### config.mk
export PLATFORM = sky130hd
export DESIGN_NAME = tpi_queue
export DESIGN_NICKNAME = d
export VERILOG_FILES = /design/src/rtl/tpi_pkg.sv /design/src/rtl/tpi_queue.sv
export SDC_FILE = /design/constraint.sdc
export NUM_CORES = 1
export LEC_CHECK = 0
export BUFFER_PORTS_ARGS = -buffer_cell sky130_fd_sc_hd__buf_2
export CAP_MARGIN = 20
export CORE_ASPECT_RATIO = 1.25
export CORE_UTILIZATION = 40
export DETAILED_ROUTE_END_ITERATION = 10
export PLACE_DENSITY = 0.75
export SLEW_MARGIN = 40
export SYNTH_ARGS = -nofsm -noshare
export SYNTH_HDL_FRONTEND = slang
export SYNTH_SLANG_ARGS = --single-unit
### constraint.sdc
create_clock -name clock -period 44 [get_ports clock]
set_input_delay 8.8 -clock clock [delete_from_list [all_inputs] [get_ports clock]]
set_output_delay 8.8 -clock clock [all_outputs]
set_load 0.005 [all_outputs]
### src/rtl/tpi_pkg.sv
// Shared types and constants for the three-plane intersection block.
`timescale 1ns / 1ps

package tpi_pkg;

   localparam int DetW  = 50;   // |det| magnitude width
   localparam int MagW  = 65;   // |numerator| magnitude width
   localparam int QBits = 33;   // quotient bits resolved by the divider
   localparam int RemW  = DetW; // divider remainder width

   // One request handed from the front end to the divider back end
   typedef struct packed {
      logic                       found;
      logic                       dneg;
      logic [DetW-1:0]            dm;
      logic [2:0]                 nneg;
      logic [2:0][MagW-1:0]       mag;
   } qitem_type;

endpackage

### src/rtl/tpi_queue.sv
// Two-entry queue between front end and divider back end.
`timescale 1ns / 1ps

module tpi_queue (
   input  logic                clock,
   input  logic                reset,
   input  logic                push,
   input  tpi_pkg::qitem_type  wr_item,
   input  logic                pop,
   output logic                full,
   output logic                nonempty,
   output tpi_pkg::qitem_type  rd_item
);

   tpi_pkg::qitem_type mem_ff [2];
   logic       wp_ff, rp_ff;
   logic [1:0] cnt_ff;

   assign full     = (cnt_ff == 2'd2);
   assign nonempty = (cnt_ff != 2'd0);
   assign rd_item  = mem_ff[rp_ff];

   // pointers and fill count
   always_ff @(posedge clock) begin
      if (reset) begin
         wp_ff  <= 1'b0;
         rp_ff  <= 1'b0;
         cnt_ff <= 2'd0;
      end else begin
         if (push) wp_ff <= !wp_ff;
         if (pop)  rp_ff <= !rp_ff;
         cnt_ff <= cnt_ff + 2'(push) - 2'(pop);
      end
   end

   always_ff @(posedge clock) begin
      if (push) begin
         mem_ff[wp_ff] <= wr_item;
      end
   end

endmodule

==> flow_summary.yaml <==
status:
  status: "completed"
global_route:
  grt_pass1_wl_um: 55500
  grt_overflow_total: 0
  grt_start_max_net_pins: 78
  antenna_found_initial: 12
  grt_pass1_vias: 9730
  grtUsageTotal: 0.152
  gr-max-usage-layer: "met2"
  globalRouteMet2Util: 0.272
  grt_use_met3: 0.0538
  gr-usage-met1: 0.160
yosys:
  netlist_area_sq_um: 19100
  synth_seq_area_share: 0.792
  synth_top_family_by_area: "multiplexers"
  synth_xor_area_frac: 0.00210
  muxShareOfSynthArea: 0.187
  ys_types: 15
  syn_area_per_cell_sq_um: 23.9
  synthCells: 799
  synth_fp_nets: 1055
  ys_ff_latch: 505
  synth-compound-area-share: 0
  yosys.area_share.simple: 0.00242
  synth_fa_ha_area_frac: 0.00131
  ys_warn_count: 0
final_layout:
  fin_nets: 1594
  post-route-cell-area_sq_um: 23900
  drive_gt1_frac: 0.608
  fin_cells: 2018
  area_growth_pct: 25.2
die:
  start_util: 0.405
  core_sq_um: 47100
  die_h_um: 246
  ios: 506
  dieArea_sq_um: 48600
  die_x_um: 197
  rows: 89
clocking:
  cts_resized: 0
  cts.htree.levels: 2
  root_buffer: "clkbuf_16"
  cts_tree: "built"
  clock_sinks: 505
  cts_hold_buf: 0
  clk_latency_ns: 0.56
  path_clk_slew_ns: 0.06
  post_cts_buffers: 0
  cts-buffers-inserted: 48
  ctsLongestPathBuffers: 3
worst_setup_path:
  cpLargestDelayFamily: "buffers and inverters"
  cpPeakStageDelay_ns: 0.66
  end_kind: "output pin"
  worstSetupPathType: "register to output pin"
  timing.rr.start: "wp_ff$_SDFFE_PP0P_"
  r2r-end: "mem_ff[1][67]$_DFFE_PP_"
  required_ns: 35.20
  cp_num_cells: 5
  critical_path_buf_inv_count: 4
  critPathLaunchType: "register"
  cp_max_fo: 56
  r2r_cells: 3
  crit_chain: "buf_12 -> buf_4 -> buf_6 -> mux2_4 -> buf_2"
  critical_path.slowest_cell: "dfxtp_4"
  cp.arrival_ns: 3.33
  r2r_slack_ns: 41.30
place:
  portBuffers: 505
  gp_congestion: 0.778
  place_area_sq_um: 22200
  dpl_worst_slack_ns: 32.11
  hpwl_um: 26500
  dp_cells: 1924
sta:
  fmax_mhz: 82.5
  maxSlewViolCount: 0
  clock_skew_ns: 0.00802
  setup_slack_ns: 31.87
  hold_viol_final: 0
  period_share: 0.276
  setup_viol_count_final: 0
  slew_headroom: 0.475
  tns_ns: 0
  timing.hold.ws_ns: 0.520
  fin_crit_ns: 12.13
  worstMarginPinSlew_ns: 0.788
  rsz0062_at_grt: "no"
routing:
  wl_per_cell_um: 19.1
  drtAntennaViolNets: 0
  via_per_inst: 4.60
  vias: 9291
  drc: 0
  initialDrtViolationCount: 397
  totalWireLength_um: 38500
  drt_pass1_iterations: 4
worst_hold_path:
  hold_depth: 2
  hp-class: "register to register"
  min-delay-start: "rp_ff$_SDFFE_PP0P_"
power:
  vdd_drop_max_v: 0.0000393
  p_leak_uw: 0.00933
  power.density_nw_per_um2: 46.5
flow_run:
  max_cap_violations: 0
routing by layer:
layer	vias to the layer above	part of all wire
li1	4269	-
met1	4559	0.36
met2	368	0.52
met3	85	0.082
met4	10	0.033
met5	-	0.0019
power by group:
group / switching, uW / leakage [uW] / internal [uW]
Sequential: 8.68 / 0.00473 / 562
Combinational: 54.5 / 0.00381 / 64.8
Clock: 167 / 0.000778 / 253
Total: 230 / 0.00933 / 880
synth_stat cells:
| cell type | count | area share |
|---|---|---|
| edfxtp_1 | 500 | 0.79 |
| mux2_4 | 200 | 0.16 |
| mux2_2 | 50 | 0.029 |
| buf_6 | 21 | 0.012 |
| buf_2 | 5 | 0.0013 |
| dfxtp_1 | 5 | 0.0052 |
| nor2_1 | 4 | 0.00079 |
| nor2b_1 | 3 | 0.00098 |
| buf_8 | 2 | 0.0016 |
| ha_1 | 2 | 0.0013 |
| inv_1 | 2 | 0.00039 |
| xnor2_1 | 2 | 0.00092 |
| and2_1 | 1 | 0.00033 |
| or2_2 | 1 | 0.00033 |
| xnor3_1 | 1 | 0.0012 |
how the worst max path moves through the flow:
stage / start / end / slack, ns
5_1_grt: register / rd_item[168] / 31.69
2_1_floorplan: push / mem_ff[0][0]$_DFFE_PP_ / 23.55
6_report: register / rd_item[62] / 31.87
3_3_place_gp: register / rd_item[3] / 31.96
3_5_place_dp: register / rd_item[62] / 32.11
4_1_cts: register / rd_item[62] / 31.48
cell families (layout without fill, tap and decap cells):
family | count (synthesis) | count (layout)
DFF | 505 | 505
xor gates and xnor gates | 3 | 3
buffers and inverters | 30 | 606
other | 0 | 6
and+or+nand+nor | 9 | 9
muxes | 250 | 250
adders and majority gates | 2 | 2
cell type report:
type                    count  area (sq um)
well taps                 637           797
inverters                   2          7.51
clock inverters            23           319
multi-input cells         264          3690
repair buffers            517          2660
fillers                  3779         23200
diodes                      6          15.0
clock buffers              64          1290
flip-flops and latches    505         15100
through the flow:
step	total power, uW	util
floorplan	659	-
global placement	698	0.472
detailed placement	702	0.472
CTS	1120	0.506
global route	1150	0.507
finish	1110	0.507
tightest hold or removal path, stage by stage (launching register included):
cell and delay [ns]:
dfxtp_1 0.32, xnor2_1 0.08, nor2_1 0.07
placed cells by master, fill, tap and decap left out:
cell,Yosys,layout
and2_4,0,1
buf_12,0,1
buf_2,5,505
buf_4,0,3
buf_6,21,8
bufinv_16,0,8
clkbuf_1,0,14
clkbuf_16,0,49
clkbuf_8,0,1
clkinv_1,0,8
clkinv_2,0,3
clkinv_4,0,2
clkinvlp_4,0,1
dfxtp_1,5,4
dfxtp_4,0,1
diode_2,0,6
edfxtp_1,500,500
ha_1,2,2
inv_1,2,2
inv_6,0,1
mux2_2,50,50
mux2_4,200,200
nor2_1,4,4
nor2b_1,3,2
nor2b_4,0,1
or2_2,1,1
xnor2_1,2,2
xnor3_1,1,1
flip-flops by register name, indices dropped and copies added (netlist names), named ones only:
register and cells:
rp_ff 1, cnt_ff 2, wp_ff 1, mem_ff 500
Power figures use the tool's default switching activity.
